<file path="config.mk">
export PLATFORM = sky130hd
export DESIGN_NAME = waveform_peak_envelope_rows
export DESIGN_NICKNAME = d
export VERILOG_FILES = /design/src/rtl/core/wper_pkg.sv /design/src/rtl/core/waveform_peak_envelope_rows.sv /design/src/rtl/core/wper_ctrl.sv /design/src/rtl/core/wper_dp.sv
export SDC_FILE = /design/constraint.sdc
export NUM_CORES = 2
export LEC_CHECK = 0
export ABC_CLOCK_PERIOD_IN_PS = 6800
export BUFFER_PORTS_ARGS = -buffer_cell sky130_fd_sc_hd__buf_2
export CORE_ASPECT_RATIO = 1.25
export CORE_MARGIN = 2
export CORE_UTILIZATION = 45
export CTS_CLUSTER_SIZE = 30
export DETAILED_ROUTE_END_ITERATION = 6
export GPL_ROUTABILITY_DRIVEN = 0
export HOLD_SLACK_MARGIN = 0.06
export PLACE_DENSITY = 0.64
export SYNTH_ARGS = -nofsm -noshare
export SYNTH_HDL_FRONTEND = slang
export SYNTH_SLANG_ARGS = --single-unit
</file>
<file path="constraint.sdc">
create_clock -name clk -period 6.8 [get_ports clk]
set_input_delay 0.68 -clock clk [delete_from_list [all_inputs] [get_ports clk]]
set_output_delay 0.68 -clock clk [all_outputs]
set_load 0.01 [all_outputs]
</file>
<file path="src/rtl/core/wper_pkg.sv">
// ----------------------------------------------------------------------------
// Waveform peak envelope package
// Shared constants, command and register codes, and the command/status
// structs that join the controller and the datapath.
// ----------------------------------------------------------------------------
package wper_pkg;

    // Input command codes. Code 3 carries no meaning and is ignored.
    localparam logic [1:0] CMD_SAMPLE = 2'd0;
    localparam logic [1:0] CMD_FLUSH  = 2'd1;
    localparam logic [1:0] CMD_START  = 2'd2;

    // Configuration register indexes.
    localparam logic [2:0] REG_ROW_ADVANCE    = 3'd0;
    localparam logic [2:0] REG_SAMPLE_SKIP    = 3'd1;
    localparam logic [2:0] REG_HALF_WIDTH     = 3'd2;
    localparam logic [2:0] REG_LUM_SCALE      = 3'd3;
    localparam logic [2:0] REG_LUM_MODE       = 3'd4;
    localparam logic [2:0] REG_SHAPE_MODE     = 3'd5;
    localparam logic [2:0] REG_ROWS_PER_BLOCK = 3'd6;

    localparam int CFG_INDEX_W = 3;
    localparam int CFG_DATA_W  = 32;

    // Limits on the row count and the edge magnitude.
    localparam logic [9:0]  MAX_ROWS       = 10'd512;
    localparam logic [10:0] MAX_HALF_WIDTH = 11'd2047;

    // One sample per row in unsigned 16.16.
    localparam logic [31:0] ADVANCE_ONE = 32'h0001_0000;

    // Reset values of the configuration registers.
    localparam logic [31:0] ROW_ADVANCE_RST    = 32'h0001_0000;
    localparam logic [15:0] SAMPLE_SKIP_RST    = 16'd1;
    localparam logic [10:0] HALF_WIDTH_RST     = 11'd255;
    localparam logic [23:0] LUM_SCALE_RST      = 24'd65280;
    localparam logic [9:0]  ROWS_PER_BLOCK_RST = 10'd128;

    // Empty-row values of the running minimum and maximum.
    localparam logic signed [15:0] ROW_MIN_INIT = 16'sh7FFF;
    localparam logic signed [15:0] ROW_MAX_INIT = 16'sh8000;

    localparam logic [7:0] LUM_FULL = 8'd255;

    // Controller to datapath.
    typedef struct packed {
        logic item_load;
        logic start;
        logic mul_en;
        logic edge_en;
        logic lum_en;
        logic emit;
        logic fold;
    } dp_cmd_t;

    // Datapath to controller.
    typedef struct packed {
        logic [1:0] cmd;
        logic       need_close;
        logic       done;
        logic       last_row;
        logic       out_busy;
    } dp_status_t;

endpackage

</file>
<file path="src/rtl/core/waveform_peak_envelope_rows.sv">
// ----------------------------------------------------------------------------
// Waveform peak envelope rows
// Min/max peak decimation of a block of audio into pixel rows.
// ----------------------------------------------------------------------------
// Signed 16-bit samples stream in with command 0; every sample_skip-th sample
// of the block is folded into the running min and max of the current pixel
// row, and a row is closed when the sample count reaches its 32.16 end.
// Command 1 closes the pending row, command 2 starts a new block. Each closed
// row leaves as one output transaction with its scaled edges, span and
// luminance. Transactions are taken one at a time: a sample that closes no
// row, a start or an ignored command passes the accept and decode stages;
// a row close (a flush or a sample crossing a row end) passes through the
// accept, decode, scaling multiply, edge, luminance multiply and output
// stages, and waits in the output stage while the previous row still sits
// stalled in the output register. The configuration port is always ready;
// the user writes it between transactions; the block does not enforce this.
module waveform_peak_envelope_rows
    import wper_pkg::*;
(
    input  logic                   clk,
    input  logic                   rst_n,
    input  logic                   cfg_valid,
    output logic                   cfg_ready,
    input  logic [CFG_INDEX_W-1:0] cfg_index,
    input  logic [CFG_DATA_W-1:0]  cfg_data,
    input  logic                   in_valid,
    output logic                   in_stall,
    input  logic [1:0]             command,
    input  logic signed [15:0]     sample,
    output logic                   out_valid,
    input  logic                   out_stall,
    output logic [8:0]             row_number,
    output logic signed [11:0]     edge_left,
    output logic signed [11:0]     edge_right,
    output logic [12:0]            span_start,
    output logic [12:0]            span_end,
    output logic [7:0]             luminance,
    output logic                   last_row
);

    dp_cmd_t    dp_cmd;
    dp_status_t dp_status;

    assign cfg_ready = 1'b1;

    wper_ctrl u_ctrl (
        .clk       (clk),
        .rst_n     (rst_n),
        .in_valid  (in_valid),
        .in_stall  (in_stall),
        .dp_status (dp_status),
        .dp_cmd    (dp_cmd)
    );

    wper_dp u_dp (
        .clk        (clk),
        .rst_n      (rst_n),
        .cfg_write  (cfg_valid && cfg_ready),
        .cfg_index  (cfg_index),
        .cfg_data   (cfg_data),
        .command    (command),
        .sample     (sample),
        .out_stall  (out_stall),
        .out_valid  (out_valid),
        .row_number (row_number),
        .edge_left  (edge_left),
        .edge_right (edge_right),
        .span_start (span_start),
        .span_end   (span_end),
        .luminance  (luminance),
        .last_row   (last_row),
        .dp_cmd     (dp_cmd),
        .dp_status  (dp_status)
    );

endmodule

</file>
<file path="src/rtl/core/wper_ctrl.sv">
// ----------------------------------------------------------------------------
// Waveform peak envelope controller
// Sequences one input transaction at a time: decode, the three row-close
// stages, and the hand-off of a closed row to the output register.
// ----------------------------------------------------------------------------
module wper_ctrl
    import wper_pkg::*;
(
    input  logic       clk,
    input  logic       rst_n,
    input  logic       in_valid,
    output logic       in_stall,
    input  dp_status_t dp_status,
    output dp_cmd_t    dp_cmd
);

    typedef enum logic [5:0] {
        ST_IDLE   = 6'b000001,
        ST_DECIDE = 6'b000010,
        ST_MUL    = 6'b000100,
        ST_EDGE   = 6'b001000,
        ST_LUM    = 6'b010000,
        ST_EMIT   = 6'b100000
    } state_t;

    state_t state_reg;
    state_t state_next;

    always_ff @(posedge clk or negedge rst_n)
    begin
        if (!rst_n)
        begin
            state_reg <= ST_IDLE;
        end
        else
        begin
            state_reg <= state_next;
        end
    end

    assign in_stall = (state_reg != ST_IDLE);

    always_comb
    begin
        state_next = state_reg;
        dp_cmd     = '0;
        dp_cmd.item_load = in_valid && !in_stall;
        case (state_reg)
            ST_IDLE:
            begin
                if (in_valid)
                begin
                    state_next = ST_DECIDE;
                end
            end
            ST_DECIDE:
            begin
                state_next = ST_IDLE;
                case (dp_status.cmd)
                    CMD_START:
                    begin
                        dp_cmd.start = 1'b1;
                    end
                    CMD_FLUSH:
                    begin
                        if (!dp_status.done)
                        begin
                            state_next = ST_MUL;
                        end
                    end
                    CMD_SAMPLE:
                    begin
                        if (!dp_status.done)
                        begin
                            if (dp_status.need_close)
                            begin
                                state_next = ST_MUL;
                            end
                            else
                            begin
                                dp_cmd.fold = 1'b1;
                            end
                        end
                    end
                    default:
                    begin
                        state_next = ST_IDLE;
                    end
                endcase
            end
            ST_MUL:
            begin
                dp_cmd.mul_en = 1'b1;
                state_next    = ST_EDGE;
            end
            ST_EDGE:
            begin
                dp_cmd.edge_en = 1'b1;
                state_next     = ST_LUM;
            end
            ST_LUM:
            begin
                dp_cmd.lum_en = 1'b1;
                state_next    = ST_EMIT;
            end
            ST_EMIT:
            begin
                if (!dp_status.out_busy)
                begin
                    dp_cmd.emit = 1'b1;
                    // The sample goes into the next row unless that row is past the block.
                    dp_cmd.fold = (dp_status.cmd == CMD_SAMPLE) && !dp_status.last_row;
                    state_next  = ST_IDLE;
                end
            end
            default:
            begin
                state_next = ST_IDLE;
            end
        endcase
    end

    a_decide_after_accept: assert property (@(posedge clk) disable iff (!rst_n)
        (state_reg == ST_DECIDE) |-> $past(in_valid && !in_stall))
        else $error("decode state entered without an accepted transaction");

    a_emit_after_lum: assert property (@(posedge clk) disable iff (!rst_n)
        dp_cmd.emit |-> ($past(state_reg) == ST_LUM || $past(state_reg) == ST_EMIT))
        else $error("row emitted without passing the close stages");

    a_mul_then_edge: assert property (@(posedge clk) disable iff (!rst_n)
        (state_reg == ST_MUL) |=> (state_reg == ST_EDGE))
        else $error("multiply stage not followed by edge stage");

endmodule

</file>
<file path="src/rtl/core/wper_dp.sv">
// ----------------------------------------------------------------------------
// Waveform peak envelope datapath
// Configuration registers, row state, the scaling and luminance multipliers
// and the output register.
// ----------------------------------------------------------------------------
module wper_dp
    import wper_pkg::*;
(
    input  logic                   clk,
    input  logic                   rst_n,
    input  logic                   cfg_write,
    input  logic [CFG_INDEX_W-1:0] cfg_index,
    input  logic [CFG_DATA_W-1:0]  cfg_data,
    input  logic [1:0]             command,
    input  logic signed [15:0]     sample,
    input  logic                   out_stall,
    output logic                   out_valid,
    output logic [8:0]             row_number,
    output logic signed [11:0]     edge_left,
    output logic signed [11:0]     edge_right,
    output logic [12:0]            span_start,
    output logic [12:0]            span_end,
    output logic [7:0]             luminance,
    output logic                   last_row,
    input  dp_cmd_t                dp_cmd,
    output dp_status_t             dp_status
);

    // Configuration.
    logic [31:0] row_advance_reg;
    logic [15:0] sample_skip_reg;
    logic [10:0] half_width_reg;
    logic [23:0] lum_scale_reg;
    logic        lum_mode_reg;
    logic        shape_mode_reg;
    logic [9:0]  rows_per_block_reg;

    always_ff @(posedge clk or negedge rst_n)
    begin
        if (!rst_n)
        begin
            row_advance_reg    <= ROW_ADVANCE_RST;
            sample_skip_reg    <= SAMPLE_SKIP_RST;
            half_width_reg     <= HALF_WIDTH_RST;
            lum_scale_reg      <= LUM_SCALE_RST;
            lum_mode_reg       <= 1'b0;
            shape_mode_reg     <= 1'b0;
            rows_per_block_reg <= ROWS_PER_BLOCK_RST;
        end
        else if (cfg_write)
        begin
            case (cfg_index)
                REG_ROW_ADVANCE:    row_advance_reg    <= cfg_data[31:0];
                REG_SAMPLE_SKIP:    sample_skip_reg    <= cfg_data[15:0];
                REG_HALF_WIDTH:     half_width_reg     <= cfg_data[10:0];
                REG_LUM_SCALE:      lum_scale_reg      <= cfg_data[23:0];
                REG_LUM_MODE:       lum_mode_reg       <= cfg_data[0];
                REG_SHAPE_MODE:     shape_mode_reg     <= cfg_data[0];
                REG_ROWS_PER_BLOCK: rows_per_block_reg <= cfg_data[9:0];
                default:            ;
            endcase
        end
    end

    logic [31:0] eff_advance;
    logic [9:0]  eff_rows;
    logic [15:0] eff_skip;
    logic [10:0] wh;

    assign eff_advance = (row_advance_reg < ADVANCE_ONE) ? ADVANCE_ONE : row_advance_reg;
    assign eff_rows    = (rows_per_block_reg > MAX_ROWS) ? MAX_ROWS : rows_per_block_reg;
    assign eff_skip    = (sample_skip_reg == 16'd0) ? 16'd1 : sample_skip_reg;
    assign wh          = (half_width_reg > MAX_HALF_WIDTH) ? MAX_HALF_WIDTH : half_width_reg;

    // Held transaction.
    logic [1:0]         cmd_reg;
    logic signed [15:0] sample_reg;

    always_ff @(posedge clk)
    begin
        if (dp_cmd.item_load)
        begin
            cmd_reg    <= command;
            sample_reg <= sample;
        end
    end

    // Row state.
    logic [9:0]         row_counter_reg,   row_counter_next;
    logic [31:0]        sample_offset_reg, sample_offset_next;
    logic [47:0]        row_boundary_reg,  row_boundary_next;
    logic [15:0]        skip_counter_reg,  skip_counter_next;
    logic signed [15:0] running_min_reg,   running_min_next;
    logic signed [15:0] running_max_reg,   running_max_next;
    logic signed [15:0] base_min;
    logic signed [15:0] base_max;
    logic [16:0]        skip_inc;

    always_ff @(posedge clk or negedge rst_n)
    begin
        if (!rst_n)
        begin
            row_counter_reg   <= '0;
            sample_offset_reg <= '0;
            row_boundary_reg  <= {16'd0, ADVANCE_ONE};
            skip_counter_reg  <= '0;
            running_min_reg   <= ROW_MIN_INIT;
            running_max_reg   <= ROW_MAX_INIT;
        end
        else
        begin
            row_counter_reg   <= row_counter_next;
            sample_offset_reg <= sample_offset_next;
            row_boundary_reg  <= row_boundary_next;
            skip_counter_reg  <= skip_counter_next;
            running_min_reg   <= running_min_next;
            running_max_reg   <= running_max_next;
        end
    end

    assign skip_inc = {1'b0, skip_counter_reg} + 17'd1;

    always_comb
    begin
        row_counter_next   = row_counter_reg;
        sample_offset_next = sample_offset_reg;
        row_boundary_next  = row_boundary_reg;
        skip_counter_next  = skip_counter_reg;
        running_min_next   = running_min_reg;
        running_max_next   = running_max_reg;
        base_min           = running_min_reg;
        base_max           = running_max_reg;
        if (dp_cmd.start)
        begin
            row_counter_next   = '0;
            sample_offset_next = '0;
            row_boundary_next  = {16'd0, eff_advance};
            skip_counter_next  = '0;
            running_min_next   = ROW_MIN_INIT;
            running_max_next   = ROW_MAX_INIT;
        end
        else
        begin
            if (dp_cmd.emit)
            begin
                row_counter_next  = row_counter_reg + 10'd1;
                row_boundary_next = row_boundary_reg + {16'd0, eff_advance};
                base_min          = ROW_MIN_INIT;
                base_max          = ROW_MAX_INIT;
                running_min_next  = ROW_MIN_INIT;
                running_max_next  = ROW_MAX_INIT;
            end
            if (dp_cmd.fold)
            begin
                // A closing sample folds into the freshly cleared row.
                if (skip_counter_reg == 16'd0)
                begin
                    running_min_next = (sample_reg < base_min) ? sample_reg : base_min;
                    running_max_next = (sample_reg > base_max) ? sample_reg : base_max;
                end
                skip_counter_next  = (skip_inc >= {1'b0, eff_skip}) ? 16'd0 : skip_inc[15:0];
                sample_offset_next = sample_offset_reg + 32'd1;
            end
        end
    end

    // Row close, stage 1: scale min and max by half_width.
    logic signed [11:0] wh_s;
    logic signed [27:0] prod_min_reg;
    logic signed [27:0] prod_max_reg;

    assign wh_s = {1'b0, wh};

    always_ff @(posedge clk)
    begin
        if (dp_cmd.mul_en)
        begin
            prod_min_reg <= 28'(running_min_reg) * 28'(wh_s);
            prod_max_reg <= 28'(running_max_reg) * 28'(wh_s);
        end
    end

    // Stage 2: floor by 2^15, clamp, empty-row test and magnitude.
    logic signed [12:0] l_raw;
    logic signed [12:0] r_raw;
    logic signed [12:0] wh13;
    logic signed [12:0] l_clamp;
    logic signed [12:0] r_clamp;
    logic signed [11:0] l_edge;
    logic signed [11:0] r_edge;
    logic [11:0]        l_abs;
    logic [11:0]        r_abs;
    logic signed [11:0] l_reg;
    logic signed [11:0] r_reg;
    logic [10:0]        mag_reg;

    // The top bits of the product are the floor of the quotient by 2^15.
    assign l_raw = prod_min_reg[27:15];
    assign r_raw = prod_max_reg[27:15];
    assign wh13  = {2'b00, wh};

    always_comb
    begin
        l_clamp = (l_raw < -wh13) ? -wh13 : ((l_raw > wh13) ? wh13 : l_raw);
        r_clamp = (r_raw < -wh13) ? -wh13 : ((r_raw > wh13) ? wh13 : r_raw);
        if (r_raw > l_raw)
        begin
            l_edge = l_clamp[11:0];
            r_edge = r_clamp[11:0];
        end
        else
        begin
            l_edge = '0;
            r_edge = '0;
        end
        l_abs = l_edge[11] ? 12'(-l_edge) : 12'(l_edge);
        r_abs = r_edge[11] ? 12'(-r_edge) : 12'(r_edge);
    end

    always_ff @(posedge clk)
    begin
        if (dp_cmd.edge_en)
        begin
            l_reg   <= l_edge;
            r_reg   <= r_edge;
            mag_reg <= (l_abs > r_abs) ? l_abs[10:0] : r_abs[10:0];
        end
    end

    // Stage 3: amplitude luminance product.
    logic [34:0] lum_prod;
    logic [18:0] lum_q_reg;

    assign lum_prod = 35'(mag_reg) * 35'(lum_scale_reg);

    always_ff @(posedge clk)
    begin
        if (dp_cmd.lum_en)
        begin
            lum_q_reg <= lum_prod[34:16];
        end
    end

    // Emit: saturation, span and output register.
    logic [7:0]  lum_final;
    logic [12:0] cx;
    logic [12:0] l_ext;
    logic [12:0] r_ext;
    logic [12:0] span_s;
    logic [12:0] span_e;

    assign cx    = {2'b00, wh} + 13'd1;
    assign l_ext = {l_reg[11], l_reg};
    assign r_ext = {r_reg[11], r_reg};

    always_comb
    begin
        if (!lum_mode_reg)
        begin
            lum_final = LUM_FULL;
        end
        else if (|lum_q_reg[18:8])
        begin
            lum_final = LUM_FULL;
        end
        else
        begin
            lum_final = lum_q_reg[7:0];
        end
        if (shape_mode_reg)
        begin
            span_s = cx + (l_reg[11] ? l_ext : 13'd0);
            span_e = cx + ((r_reg > 12'sd0) ? r_ext : 13'd0);
        end
        else
        begin
            span_s = cx - {2'b00, mag_reg};
            span_e = cx + {2'b00, mag_reg};
        end
    end

    logic out_valid_reg;
    logic is_last;

    assign is_last = ((row_counter_reg + 10'd1) == eff_rows);

    always_ff @(posedge clk or negedge rst_n)
    begin
        if (!rst_n)
        begin
            out_valid_reg <= 1'b0;
        end
        else if (dp_cmd.emit)
        begin
            out_valid_reg <= 1'b1;
        end
        else if (!out_stall)
        begin
            out_valid_reg <= 1'b0;
        end
    end

    always_ff @(posedge clk)
    begin
        if (dp_cmd.emit)
        begin
            row_number <= row_counter_reg[8:0];
            edge_left  <= l_reg;
            edge_right <= r_reg;
            span_start <= span_s;
            span_end   <= span_e;
            luminance  <= lum_final;
            last_row   <= is_last;
        end
    end

    assign out_valid = out_valid_reg;

    assign dp_status.cmd        = cmd_reg;
    assign dp_status.need_close = (sample_offset_reg >= row_boundary_reg[47:16]);
    assign dp_status.done       = (row_counter_reg >= eff_rows);
    assign dp_status.last_row   = is_last;
    assign dp_status.out_busy   = out_valid_reg && out_stall;

    a_valid_from_emit: assert property (@(posedge clk) disable iff (!rst_n)
        $rose(out_valid_reg) |-> $past(dp_cmd.emit))
        else $error("output transaction raised without a row close");

    a_start_clears: assert property (@(posedge clk) disable iff (!rst_n)
        dp_cmd.start |=> (row_counter_reg == 10'd0 && skip_counter_reg == 16'd0))
        else $error("start command did not clear the row state");

endmodule
</file>
# Word level (Yosys, flattened, before mapping)
# Index checks and enable logic that the tools add are counted.
# Widths: inputs -> output; s select.
dict set report op_classes {
  magnitude_cmp 15
  reduce_logical 20
  n_eq_ne 19
  n_addsub 12
  multipliers 3
  bitwise_logic 1
  mux 58
}
# operator count
set op_table {}
lappend op_table {{$mux 16} 16}
lappend op_table {{$mux 12} 8}
lappend op_table {{$mux 32} 3}
lappend op_table {{$mux 48} 2}
lappend op_table {{$mul 16x12->28} 2}
lappend op_table {{$mux 13} 4}
lappend op_table {{$add 48x32->48} 1}
lappend op_table {{$pmux 6 s6} 1}
lappend op_table {{$mul 11x24->35} 1}
lappend op_table {{$add 32x1->32 const B} 1}
lappend op_table {{$ge 32x32->1} 1}
lappend op_table {{$logic_not 16->1} 2}
lappend op_table {{$lt 32x17->1 const B} 1}
lappend op_table {{$mux 10} 3}
lappend op_table {{$add 13x13->13} 2}
lappend op_table {{$gt 13x12->1} 2}
lappend op_table {{$lt 13x13->1} 2}
lappend op_table {{$neg 12->12} 2}
lappend op_table {{$mux 11} 2}
lappend op_table {{$add 16x1->17 const B} 1}
lappend op_table {{$ge 17x16->1} 1}
lappend op_table {{$gt 16x16->1} 1}
lappend op_table {{$lt 16x16->1} 1}
lappend op_table {{$reduce_and 2->1} 8}
lappend op_table {{other kinds (39)} 60}
dict set report totals {
  reg_bits 436
  output_inout_bits 71
}

# Logic depth before layout (Yosys ltp)
dict set report logic_depth {
  depth_word 14
  ltp_mapped 27
}

# Hierarchy
# Synthesis repeated with hierarchy kept, for this count alone.
dict set report unflattened {
  hier_cells 4613
  hier_area_um2 44123.6
}
# module seq_area_each_um2 instances area_per_inst_um2 cells_per_inst
set modules_own_cells {}
lappend modules_own_cells {wper_dp 10885.4 1 43733.2 4566}
lappend modules_own_cells {wper_ctrl 151.4 1 379.1 45}
lappend modules_own_cells {waveform_peak_envelope_rows 0.0 1 11.3 2}

# Least setup slack after synthesis
# OpenSTA, ideal clock, no wires.
dict set report synth_timing {
  path_kind {register -> register}
  startpoint {reg u_dp.half_width_reg[5]}
  endpoint {reg u_dp.prod_max_reg[25], data pin}
  stages_incl_launch_ff 23
  path_buffers 2
  setup_ps 262
  setup_slack_ps 576
  t_arrival_ps 5962
  cell_sequence {dfstp_2 > clkbuf_1 > buf_1 > nand2_1 > fa_1 > inv_1 > fa_1 > inv_1 > fa_1 > fa_1 > inv_1 > fa_1 > ha_1 > a21o_1 > a211oi_1 > o22ai_1 > a41o_1 > o211a_1 > o21a_1 > o21ai_0 > o211a_1 > o21bai_1 > xor2_1}
}
dict set report synth_via {
  elab_chain_len 3
}
# element line_no
set synth_lines {}
lappend synth_lines {{start, declared} wper_dp.sv:32} ;# logic [10:0] half_width_reg;
lappend synth_lines {{start signal, assigned} wper_dp.sv:55} ;# REG_HALF_WIDTH: half_width_reg <= cfg_data[10:0];
lappend synth_lines {{$gt 11x11->1} wper_dp.sv:73} ;# assign wh = (half_width_reg > MAX_HALF_WIDTH) ? MAX_HALF_WIDTH : half_width_reg;
lappend synth_lines {{$mux 11 (*)} wper_dp.sv:73}
lappend synth_lines {{$mul 16x12->28 (*)} wper_dp.sv:179} ;# prod_max_reg <= 28'(running_max_reg) * 28'(wh_s);
lappend synth_lines {{end signal, assigned} wper_dp.sv:179}
lappend synth_lines {{end, declared} wper_dp.sv:170} ;# logic signed [27:0] prod_max_reg;
# Every way passes the cells marked *; elsewhere a longest branch is shown, timed or not.
# A chain may end at the register's enable or synchronous reset.

# Worst setup path in the final report
dict set report layout_timing {
  startpoint {reg u_dp.half_width_reg[7]}
  endpoint {reg u_dp.prod_min_reg[21], data pin}
}
dict set report layout_via {
  elab_chain_len 3
}
# element line_no
set layout_lines {}
lappend layout_lines {{$gt 11x11->1} wper_dp.sv:73}
lappend layout_lines {{$mux 11 (*)} wper_dp.sv:73}
lappend layout_lines {{$mul 16x12->28 (*)} wper_dp.sv:178} ;# prod_min_reg <= 28'(running_min_reg) * 28'(wh_s);
lappend layout_lines {{end signal, assigned} wper_dp.sv:178}
lappend layout_lines {{end, declared} wper_dp.sv:169} ;# logic signed [27:0] prod_min_reg;
# Marked as above.

==> metrics.md <==
| Metric | Value |
|---|---|
| Post-Synthesis Cell Area | `0.0444 mm²` |
| Area share of the largest cell type after synthesis | `23.4%` |
| Setup TNS | `0 ns` |
| Rows | `128` |
| Period minus WS final | `6.47 ns` |
| First-pass GRT wire length | `183000 µm` |
| DR iter-0 viols | `1908` |
| Slew Viols, Final | `0` |
| Slew @ Worst Pin | `1.15 ns` |
| IO buf count | `127` |
| Placed Cells | `5952` |
| Clock buffer depth | `3` |
| TritonCTS Buffers | `47` |
| Synth Register Bits | `406` |
| # IOs | `129` |
| Crit path largest cell delay | `0.81 ns` |
| Asr flop ratio synth | `59.1%` |
| Setup CP Type | `reg -> reg` |
| Finish-stage setup viols | `0` |
| Post-route ant nets | `0` |
| Relative slew margins | `23.0%` |
| CTS Root Cell | `clkbuf_16` |
| Final Util | `49.2%` |
| Worst EP required | `7.16 ns` |
| Die ar. | `0.101 mm²` |
| CTS tree | `yes` |
| CP top delay family | `adder cells` |
| Fmax | `0.155 GHz` |
| Critical-path top delay cell | `dfstp_2` |
| Startpoint types | `flop` |
| CP endpoint kind | `flop` |
| Total number of vias | `32500` |
| Critical Path Fanout Max | `15` |
| Post-synth top cells | `inv_1 (709), nand2_1 (582), fa_1 (519)` |
| Post-Synthesis Cells | `4666` |
| Nets | `5689` |
| Die width | `285 µm` |
| Ys flop type | `dfrtp_1` |
| Yosys top cell by area | `fa_1` |
| Dpl hpwl | `86700 µm` |
| Clk slew on worst S/H paths | `0.06 ns` |
| Number of synthesized flops with an enable pin | `166` |
| Top cells by area, synth | `fa_1 (23%), ha_1 (12%), dfrtp_1 (11%)` |
| Register area share after synthesis | `24.8%` |
| Vias in the first global route | `34200` |
| CTS H-tree lvls | `2` |
| Run status | `completed` |
| Critical-path cell list | `buf_4 -> buf_4 -> and2_1 -> fa_1 -> fa_1 -> inv_1 -> fa_1 -> inv_1 -> fa_1 -> fa_1 -> ha_1 -> nand4_1 -> o31ai_1 -> o41ai_2 -> buf_4 -> o211a_1 -> a21boi_0 -> o21a_1 -> nor2_1 -> xnor2_1` |
| CTS sink count | `406` |
| Non-Filler Instances | `6042` |
| Initial Util | `45.5%` |
| Synth warnings | `0` |
| Avg Synthesized Cell Area | `9.52 µm²` |
| Syn nets | `5653` |
| Post-DR vias/cell | `5.39` |
| Layout cells sized above 1 | `9.32%` |
| Largest register FFs | `48` |
| Clock skew | `0.0267 ns` |
| Final-report hold violation count | `0` |
| Largest net degree at the start of global routing | `157` |
| GRT overflow | `0` |
| Critical path data arrival time | `6.83 ns` |
| GRT Overall Usage | `22.5%` |
| Residual DRC | `0` |
| Max-cap violations | `0` |
| CP Buf/Inv Count | `5` |
| Top-count cell post-synth | `inv_1` |
| Clk_lat worst skew | `0.61 ns` |
| Min-delay worst type | `in -> reg` |
| Core ar. | `0.0977 mm²` |
| DIE HEIGHT | `355 µm` |
| Final wirelength | `111000 µm` |
| Initial antenna violation count | `1` |
| Tcrit/Tclk final | `95.2%` |
| CP most frequent cell | `fa_1` |
| Synth cell types | `93` |
| P&R area growth vs syn | `8.21%` |
| WL/cell | `18.4 µm` |
| Drt pass-1 iters | `6` |
[cells in the final DEF (no fill, tap or decap), types with 43 or more instances in the layout]
cell	Yosys	routed
inv_1	709	709
nand2_1	582	582
fa_1	519	519
ha_1	410	410
and2_1	280	280
dfrtp_1	203	203
nor2_1	180	179
edfxtp_1	166	166
o21ai_0	157	157
a21oi_1	128	128
buf_2	2	126
xnor2_1	116	116
nand3_1	88	87
buf_4	3	79
nor3_1	76	74
a21o_1	73	73
mux2_2	71	71
mux2i_1	69	69
clkbuf_16	0	49
nand2b_1	48	48
nand4_1	47	47
xor2_1	47	47
and3_1	43	43
[logic make-up after synthesis]
family,count (synthesis),share of synthesized area (%)
simple gates,1478,16.3
buf+inv,935,7.97
xor+xnor,165,3.30
flops,406,24.8
mux,141,3.41
fa+ha+maj,929,34.9
other cells,2,0.0169
compound gates,610,9.17
[metrics by stage]
step | hold slack [ns] | setup WS [ns] | area [µm²]
floorplan | 0.384 | 0.576 | 44400
global placement | 0.474 | 0.337 | 46500
detailed placement | 0.443 | 0.256 | 46500
CTS | 0.212 | 0.224 | 48000
global route | 0.237 | -0.0286 | 48100
finish | 0.256 | 0.329 | 48100
[cell type report]
class | count | area (µm²)
fill | 9149 | 49600
multi-input combinational | 3325 | 29900
sequential | 406 | 11000
inverter | 712 | 2680
tap | 1300 | 1630
timing repair buffer | 210 | 1310
clock buffer | 57 | 1270
clock inverter | 31 | 248
antenna | 1 | 2.50
[metal layers]
layer  wire length (µm)  GRT usage (%)  share of wire (%)  vias to the layer above
li1                   -              -                  -                    15300
met1              47100           28.8                 42                    16300
met2              55500           39.7                 50                      696
met3               4670           2.50                4.2                      216
met4               4070           7.71                3.7                        0
met5                  0              0                  0                        -
[what timing repair did]
action	in CTS	in global routing
hold endpoints to repair	10	0
endpoints found under the setup margin	0	12
setup buffers	0	0
resized for setup	0	2
hold buffers	1	0
[worst paths after layout]
kind	startpoint	end	slack [ns]	cells after the start
max	u_dp.half_width_reg[7]	u_dp.prod_min_reg[21]	0.33	20
max reg2reg	u_dp.half_width_reg[7]	u_dp.prod_min_reg[21]	0.33	20
min	sample[14]	u_dp.sample_reg[14]	0.26	1
max in group asynchronous	rst_n	u_dp.skip_counter_reg[4]	4.81	3
min in group asynchronous	rst_n	u_dp.row_advance_reg[10]	0.62	2
min reg2reg	u_dp.r_reg[8]	u_dp.edge_right[8]	0.45	0
Power is not shown: default switching activity piles up to over one toggle a cycle in this logic, so the estimate is an artifact.
